$ cat config.mk
export PLATFORM = sky130hd
export DESIGN_NAME = dd_scan
export DESIGN_NICKNAME = d
export VERILOG_FILES = /design/src/rtl/dd_pkg.sv /design/src/rtl/dd_scan.sv
export SDC_FILE = /design/constraint.sdc
export NUM_CORES = 1
export LEC_CHECK = 0
export CORE_ASPECT_RATIO = 0.75
export CORE_MARGIN = 5
export CORE_UTILIZATION = 45
export CTS_CLUSTER_DIAMETER = 40
export DETAILED_ROUTE_END_ITERATION = 10
export DONT_BUFFER_PORTS = 1
export SLEW_MARGIN = 25
export SYNTH_ARGS = -nofsm -noshare
export SYNTH_HDL_FRONTEND = slang
export SYNTH_SLANG_ARGS = --single-unit
$ cat constraint.sdc
create_clock -name clk -period 2.2 [get_ports clk]
set_clock_uncertainty 0.05 [all_clocks]
set_input_delay 0.44 -clock clk [delete_from_list [all_inputs] [get_ports clk]]
set_output_delay 0.44 -clock clk [all_outputs]
set_load 0.02 [all_outputs]
$ cat src/rtl/dd_pkg.sv
// Shared types and constants for the duplicate detector.
// No dependencies; used by dd_scan and duplicate_detect_hash_set.
package dd_pkg;

  localparam int DD_CAPACITY = 256;  // default table depth
  localparam int VALUE_W     = 32;   // width of one stored value
  localparam int OUT_W       = 8;    // output tdata, padded to a whole byte

  // Outcome of one table scan, handed from the scanner to the top level.
  typedef struct packed {
    logic done;   // one-cycle pulse: the scan has finished
    logic found;  // the key matched a filled entry
  } dd_scan_res_t;

endpackage

$ cat src/rtl/dd_scan.sv
// Table scanner: walks the filled entries one read a cycle through the shared
// comparator and reports whether the key is present. Depends on dd_pkg.
module dd_scan
  import dd_pkg::*;
#(
  parameter int CAPACITY = DD_CAPACITY
) (
  input  logic                           clk,
  input  logic                           rst,
  input  logic                           start,
  input  logic [VALUE_W-1:0]             key,
  input  logic [$clog2(CAPACITY+1)-1:0]  count,
  output logic                           rd_en,
  output logic [$clog2(CAPACITY)-1:0]    rd_addr,
  input  logic [VALUE_W-1:0]             rd_data,
  output dd_scan_res_t                   res
);

  localparam int IDX_W = $clog2(CAPACITY);
  localparam int CNT_W = $clog2(CAPACITY + 1);

  typedef enum logic {
    S_IDLE,
    S_RUN
  } scan_state_t;

  scan_state_t      state;
  logic [CNT_W-1:0] ptr;
  logic             pend;
  logic             hit;

  // The read issued last cycle is compared now; ptr is the next entry to read.
  assign hit     = pend && (rd_data == key);
  assign rd_en   = (state == S_RUN) && (ptr != count) && !hit;
  assign rd_addr = ptr[IDX_W-1:0];

  always_ff @(posedge clk) begin
    if (rst) begin
      state     <= S_IDLE;
      ptr       <= '0;
      pend      <= 1'b0;
      res.done  <= 1'b0;
      res.found <= 1'b0;
    end else begin
      res.done <= 1'b0;
      unique case (state)
        S_IDLE: begin
          if (start) begin
            ptr   <= '0;
            pend  <= 1'b0;
            state <= S_RUN;
          end
        end
        S_RUN: begin
          if (hit) begin
            res.done  <= 1'b1;
            res.found <= 1'b1;
            pend      <= 1'b0;
            state     <= S_IDLE;
          end else if (ptr == count) begin
            res.done  <= 1'b1;
            res.found <= 1'b0;
            pend      <= 1'b0;
            state     <= S_IDLE;
          end else begin
            ptr  <= ptr + CNT_W'(1);
            pend <= 1'b1;
          end
        end
        default: begin
          state <= S_IDLE;
        end
      endcase
    end
  end

endmodule

; ---- Word level (Yosys, flattened, before mapping)
; Index checks and enable logic that the tools add are counted.
; W data, S select, Z words.
[classes]
eq_ne = 6
mux = 12
addsub = 1
n_reduce_logical = 8
bitwise_logic = 1
[ops]
columns = operator, n
row1 = $eq A32 B32 Y1, 1
row2 = $mux W9, 3
row3 = $pmux W9 S2, 1
row4 = $add A9 B1 Y9 const B, 1
row5 = $eq A9 B9 Y1, 1
row6 = $ne A9 B9 Y1, 1
row7 = $ne A2 B2 Y1 const B, 3
row8 = $mux W1, 4
row9 = $mux W2, 2
row10 = $pmux W1 S2, 2
row11 = $logic_and A1 B1 Y1, 3
row12 = $reduce_and A3 Y1, 1
row13 = $reduce_and A2 Y1, 1
row14 = $reduce_bool A2 Y1, 1
row15 = $reduce_or A2 Y1, 1
row16 = $logic_not A1 Y1, 1
row17 = $not A1 Y1, 1
[word_totals]
in_bits = 76
word_cells = 33
out_inout_bits = 11
regBits = 13

; ---- Depth between registers and ports, before layout
; Gate-level depths: netlist of the first run.
[logic_depth]
ltp_word = 4
depth_mapped = 8
depth_no_buf = 6

; ---- Worst setup path before layout of the first run
; Ideal clock, no wire load.
[synth_path]
path_type = input -> register
from = input port key[8]
to = register ptr[1]
setup_time_ns = 0.122
slack_ns = -0.110
t_required_ns = 2.028
path_stages = 7
t_arrival_ns = 2.138
n_path_buf = 1
path_cell_list = xor2_1 > nor4_1 > nand4_1 > or4_1 > buf_2 > and3_4 > a311o_1
[synth_between]
elab_chain_cells = 4
[synth_lines]
columns = element, line
row1 = from (decl), dd_scan.sv:11  ; input logic [VALUE_W-1:0] key,
row2 = $eq A32 B32 Y1, dd_scan.sv:33  ; assign hit = pend && (rd_data == key);
row3 = $logic_and A1 B1 Y1, dd_scan.sv:33
row4 = $ne A2 B2 Y1 (no line), -
row5 = $reduce_and A3 Y1 (no line), -
row6 = to (signal assigned), dd_scan.sv:66  ; ptr <= ptr + CNT_W'(1);
row7 = to (decl), dd_scan.sv:28  ; logic [CNT_W-1:0] ptr;
; No other way between the ends.
; A chain may end at the register's enable or synchronous reset.

; ---- Worst setup path in the final report of the first run
[layout_path]
from = input port key[2]
to = output port rd_en
[layout_between]
elab_chain_cells = 4
[layout_lines]
columns = element, line
row1 = $eq A32 B32 Y1, dd_scan.sv:33
row2 = $logic_and A1 B1 Y1, dd_scan.sv:33
row3 = $logic_not A1 Y1, dd_scan.sv:34  ; assign rd_en = (state == S_RUN) && (ptr != count) && !hit;
row4 = $logic_and A1 B1 Y1, dd_scan.sv:34
row5 = to (decl), dd_scan.sv:13  ; output logic rd_en,
; No other way between the ends.

==> results of run 1 <==
## layer usage
| metal | wire, µm | part of all wire | GRT usage |
|---|---|---|---|
| met4 | 23 | 0.0071 | 0.03822 |
| met3 | 411 | 0.13 | 0.08123 |
| met2 | 1497 | 0.46 | 0.2774 |
| met1 | 1293 | 0.40 | 0.1831 |
| met5 | 0 | 0 | 0 |
## cells by family after synthesis
kind of cell | Yosys count | share of synthesized area
xor+xnor | 41 | 0.2965
fa+ha+maj | 1 | 0.01033
buf+inv | 18 | 0.08265
compound gates | 22 | 0.1415
flops | 13 | 0.2149
simple gates | 56 | 0.2541
## stage by stage
stage          setup slack (ns)    util
2_1_floorplan          -0.04902       -
5_1_grt                 -0.1112  0.4942
3_5_place_dp            -0.2213  0.4774
6_report               -0.03752  0.4942
3_3_place_gp            -0.1865  0.4774
4_1_cts                -0.04984  0.4942
## flip-flops by register name (all words and copies together) (netlist names)
signal	flops
pend	1
ptr	9
state	1
res	2
## power groups by stage
stage / Clock [mW] / Sequential (mW) / Combinational [mW]
after floorplan: 0 / 0.250 / 0.0878
after global placement: 0 / 0.254 / 0.0882
after detailed placement: 0 / 0.255 / 0.0912
after CTS: 0.151 / 0.249 / 0.0938
after global routing: 0.169 / 0.250 / 0.102
final: 0.147 / 0.249 / 0.0928
## synth_stat cells
| master | count |
|---|---|
| a31o_2 | 2 |
| and3_1 | 6 |
| nand4b_1 | 1 |
| o21ai_0 | 2 |
| a31oi_1 | 7 |
| nand3_1 | 1 |
| a2111oi_2 | 1 |
| o221a_2 | 1 |
| buf_2 | 2 |
| clkbuf_1 | 5 |
| and3_4 | 1 |
| xor2_1 | 34 |
| a21oi_1 | 1 |
| and2_4 | 1 |
| a32oi_1 | 1 |
| xnor2_1 | 7 |
| a311o_1 | 1 |
| nor2_1 | 5 |
| buf_4 | 8 |
| or4_1 | 1 |
| a21o_1 | 1 |
| nor4_1 | 7 |
| and4_1 | 1 |
| nor3_1 | 12 |
| ha_1 | 1 |
| o21a_1 | 1 |
| o311ai_1 | 4 |
| nand2_1 | 11 |
| nand4_1 | 9 |
| dfxtp_1 | 13 |
| inv_1 | 3 |
## cell type report
| class | count | area, µm² |
|---|---|---|
| inverters | 3 | 11.26 |
| clock buffers | 4 | 26.28 |
| multi-input cells | 120 | 860.8 |
| fillers | 245 | 1316 |
| well taps | 36 | 45.04 |
| repair buffers | 11 | 82.58 |
| flip-flops and latches | 13 | 260.3 |
## worst paths after layout
check	startpoint	endpoint	slack (ns)	cells after the start
min reg2reg	pend$_SDFFE_PP0P_	pend$_SDFFE_PP0P_	0.48	2
min	rst	res[0]$_SDFFE_PP0P_	0.17	1
max reg2reg	ptr[8]$_SDFFE_PP0P_	ptr[1]$_SDFFE_PP0P_	0.21	7
max	key[2]	rd_en	-0.04	5
## timing repair
item | in CTS | in global routing
endpoints found under the setup margin | 1 | 1
setup buffers | 1 | 0
pin swaps | 3 | 0
hold buffers | 0 | 0
gates resized for setup | 2 | 0
## layout by cell type, fill, tap and decap left out, types with 6 or more instances in the layout
master    n
nor3_1   12
dfxtp_1  13
xnor2_1   7
buf_4    11
and3_1    6
nand2_1  11
xor2_1   34
nand4_1   9
nor4_1    6
a31oi_1   7
==> results.cfg, run 1 <==
[die]
fp.dieArea_um2 = 3840
rows = 16
start_util = 0.4654
die_w_um = 69.91
ios = 87
core_area_um2 = 2603
die_h_um = 54.93

[yosys]
yosys_warnings = 0
ys_seq_elements = 13
syn_inst = 151
syn_area_um2 = 1211
netlist-cell-type-count = 31
synth.net_count = 228
ys_top_cells_by_area = xor2_1 (25%), dfxtp_1 (21%), xnor2_1 (5.1%), nor3_1 (5.0%), buf_4 (5.0%)
synth_seq_area_share = 0.2149
synth.avg_cell_area_um2 = 8.021
synth_top_cell_by_area = xor2_1
synth.top_cell.area_share = 0.2459

[sta]
finalCriticalPeriod_ns = 2.238
maxSlewHeadroom = 0.5306
setup_ws_ns = -0.03752
finalSetupTns_ns = -0.03752
final_max_slew_viol_count = 0
setup_viol = 1
worstMarginPinSlew_ns = 0.7014
hold_viol = 0
period_share = 1.017
rsz0062_at_grt = true
fmax_mhz = 446.9
holdWs_ns = 0.1721

[cells_and_area]
instances_no_fill = 187
post-route-cell-area_um2 = 1286
final_nets = 229
diodes = 0
layout-drive-gt1-share = 0.1457
area_growth_pct = 6.198

[worst_setup_path]
path_cells = xor2_1, nor4_1, nand4_1, or4_4, and3_4
crit_family = simple AND/OR/NAND/NOR gates
cp.arrival_ns = 1.75
cp-end-kind = output port
crit_slowest_cell = or4_4
max_stage_delay_ns = 0.51
worstPathRequired_ns = 1.71
worstPathMaxFanout = 3
crit_type = input port to output port
cp_num_buf_inv = 0
startpoint_type = input port

[route]
drtIter0Drc = 49
dr.pass1.iters = 4
drc = 0
num_vias = 1129
wl_per_cell_um = 17.25
routed_via_density = 6.037
drt_wl_total_um = 3226
ant_nets = 0

[pwr]
p_switching_uw = 130.9
cellInternalPower_uw = 358.4
swShare = 0.2675
combPwrFrac = 0.190
clkPwrFrac = 0.301
p_total_uw = 489.3
vdd_drop_max_uv = 258.7
powerDensity_nw_per_um2 = 380.4
p_leak_nw = 0.4908
p_seq_frac = 0.509

[cts]
cts_root_buf = clkbuf_4
cts_made_buffers = 3
h-tree-depth = 1
cts.path.max_buffers = 2
cts.sink_count = 13
clock_latency_ns = 0.28
path_clk_slew_ns = 0.08
cts_tree = built

[global_routing]
antenna_found_initial = 0
grt.overflow.total = 0
gr-usage-all-layers = 0.1611
grt_start_max_net_pins = 22
grt_pass1_vias = 1052
grt_pass1_wl_um = 4836

[run]
cap_violations = 0

[placement]
dp_hpwl_um = 2603
dpl_cell_area_um2 = 1242
io_buffers = 0
gp_congestion = 0.8942
placed_cells = 182

[run_status]
violations = negative setup slack
status = complete, but fails checks

[worst_hold_path]
hp-class = input port to flip-flop
(Power assumes the default switching activity.)
==> run 2: changes to the inputs <==
==> constraint.sdc (replaced) <==
create_clock -name clk -period 2.6 [get_ports clk]
set_clock_uncertainty 0.05 [all_clocks]
set_input_delay 0.52 -clock clk [delete_from_list [all_inputs] [get_ports clk]]
set_output_delay 0.52 -clock clk [all_outputs]
set_load 0.1 [all_outputs]
==> run 2 against run 1 <==
  * The run now ends clean
  * Clock power decreased by 12%
  * Clock-buffer cell count unchanged
  * Critical path depth unchanged
  * Routed wire length about the same
  * Worst hold slack improved by 0.069 ns
  * Final area increased by 0.58%
  * Critical endpoint unchanged
  * Largest cell class unchanged
==> results.cfg, run 2 (synthesis gave the netlist of run 1 again) <==
[cells_and_area]
reg_top3 = ptr (9), res (2)
final_common_cell = xor2_1
diodes = 0
regMostFlops = ptr
mostFrequentLayoutCells = xor2_1 (34), dfxtp_1 (13), nor3_1 (12), buf_4 (12), nand2_1 (11)
layout-drive-gt1-share = 0.1513
postLayoutCoreUtil = 0.4971
area_growth_pct = 6.818
multi_input_area_um2 = 860.8
largest_register_ffs = 9
fillers = 265
final_nets = 230
register_area_um2 = 260.3

[cts]
cts_root_buf = clkbuf_4
h-tree-depth = 1
cts_made_buffers = 3
cts_tree = built
hold_buffers = 0
post_cts_buffers = 0
clock_latency_ns = 0.29
path_clk_slew_ns = 0.08
cts_resized = 0
cts.sink_count = 13
cts.path.max_buffers = 2

[worst_setup_path]
max_stage_delay_ns = 0.55
worstPathMaxFanout = 3
crit_slowest_cell = or4_4
cp-end-kind = output port
cp.arrival_ns = 1.97
worstPathRequired_ns = 2.03
crit_type = input port to output port
path_cells = xor2_1, nor4_1, nand4_1, or4_4, and3_4
startpoint_type = input port

[die]
fp.dieArea_um2 = 3840
rows = 16
core_area_um2 = 2603
start_util = 0.4654
die_w_um = 69.91
die_h_um = 54.93
ios = 87

[route]
wl_per_cell_um = 17.15
ant_nets = 0
drt_wl_total_um = 3225
routed_via_density = 6.197
drc = 0
dr.pass1.iters = 5
drtIter0Drc = 57
num_vias = 1165

[sta]
fmax_mhz = 393.1
final_max_slew_viol_count = 0
worstMarginPinSlew_ns = 0.6763
holdWs_ns = 0.2408
setup_viol = 0
finalSetupTns_ns = 0
finalCriticalPeriod_ns = 2.544
maxSlewHeadroom = 0.5475
period_share = 0.9784
hold_viol = 0
rsz0062_at_grt = false

[run]
cap_violations = 0

[pwr]
combPwrFrac = 0.223
swShare = 0.3089
powerDensity_nw_per_um2 = 340.0
p_seq_frac = 0.481
p_switching_uw = 135.9
clkPwrFrac = 0.296
cellInternalPower_uw = 304.0
p_leak_nw = 0.4989
vdd_drop_max_uv = 116.2

[worst_hold_path]
hp-class = input port to flip-flop

[global_routing]
gr-usage-all-layers = 0.1708
grt_pass1_vias = 1097
grt.overflow.total = 0
grt_start_max_net_pins = 22
antenna_found_initial = 0
grt_pass1_wl_um = 5099

[placement]
io_buffers = 0
gp_congestion = 0.7562
dp_hpwl_um = 2677

[run_status]
status = finished clean
-- run 2: layout make-up --
type | instances | share of cell area
repair buffers | 12 | 0.06963
flip-flops and latches | 13 | 0.2012
well taps | 36 | 0.03482
inverters | 3 | 0.008704
clock buffers | 4 | 0.02031
multi-input cells | 120 | 0.6654
-- run 2: worst max-delay path, delay by kind of cell --
family	cells	cell delay, ns
xor+xnor	1	0.14
simple gates	4	1.31
-- run 2: final timing paths --
kind                       startpoint             endpoint  slack (ns)  depth (start not counted)
setup reg to reg  ptr[8]$_SDFFE_PP0P_  ptr[7]$_SDFFE_PP0P_        0.59                          7
setup / recovery               key[2]                rd_en        0.06                          5
hold / removal                    rst  res[0]$_SDFFE_PP0P_        0.24                          1
hold reg to reg     pend$_SDFFE_PP0P_    pend$_SDFFE_PP0P_        0.46                          2
-- run 2: per-stage QoR --
stage / std cells / power (mW) / worst slack (ns) / area, µm²
after floorplan: 151 / 0.3055 / 0.06480 / 1211
after global placement: 184 / 0.3101 / 0.07350 / 1257
after detailed placement: 184 / 0.3135 / -0.005910 / 1257
after CTS: 188 / 0.4430 / 0.002880 / 1284
after global routing: 188 / 0.4654 / 0.0004474 / 1294
final: 188 / 0.4399 / 0.05619 / 1294
-- run 2: power by group through the flow --
stage | Combinational [mW] | Sequential [mW] | Clock [mW]
final | 0.0982 | 0.212 | 0.130
after global routing | 0.106 | 0.213 | 0.146
after CTS | 0.0979 | 0.211 | 0.134
after detailed placement | 0.0976 | 0.216 | 0
after global placement | 0.0946 | 0.216 | 0
after floorplan | 0.0938 | 0.212 | 0
-- run 2: layer usage --
metal / routed length, µm / global-route usage / vias to the layer above
met4: 30 / 0.06051 / 0
met2: 1532 / 0.3150 / 75
met1: 1262 / 0.1952 / 541
met5: 0 / 0 / -
li1: - / - / 547
met3: 399 / 0.04874 / 2
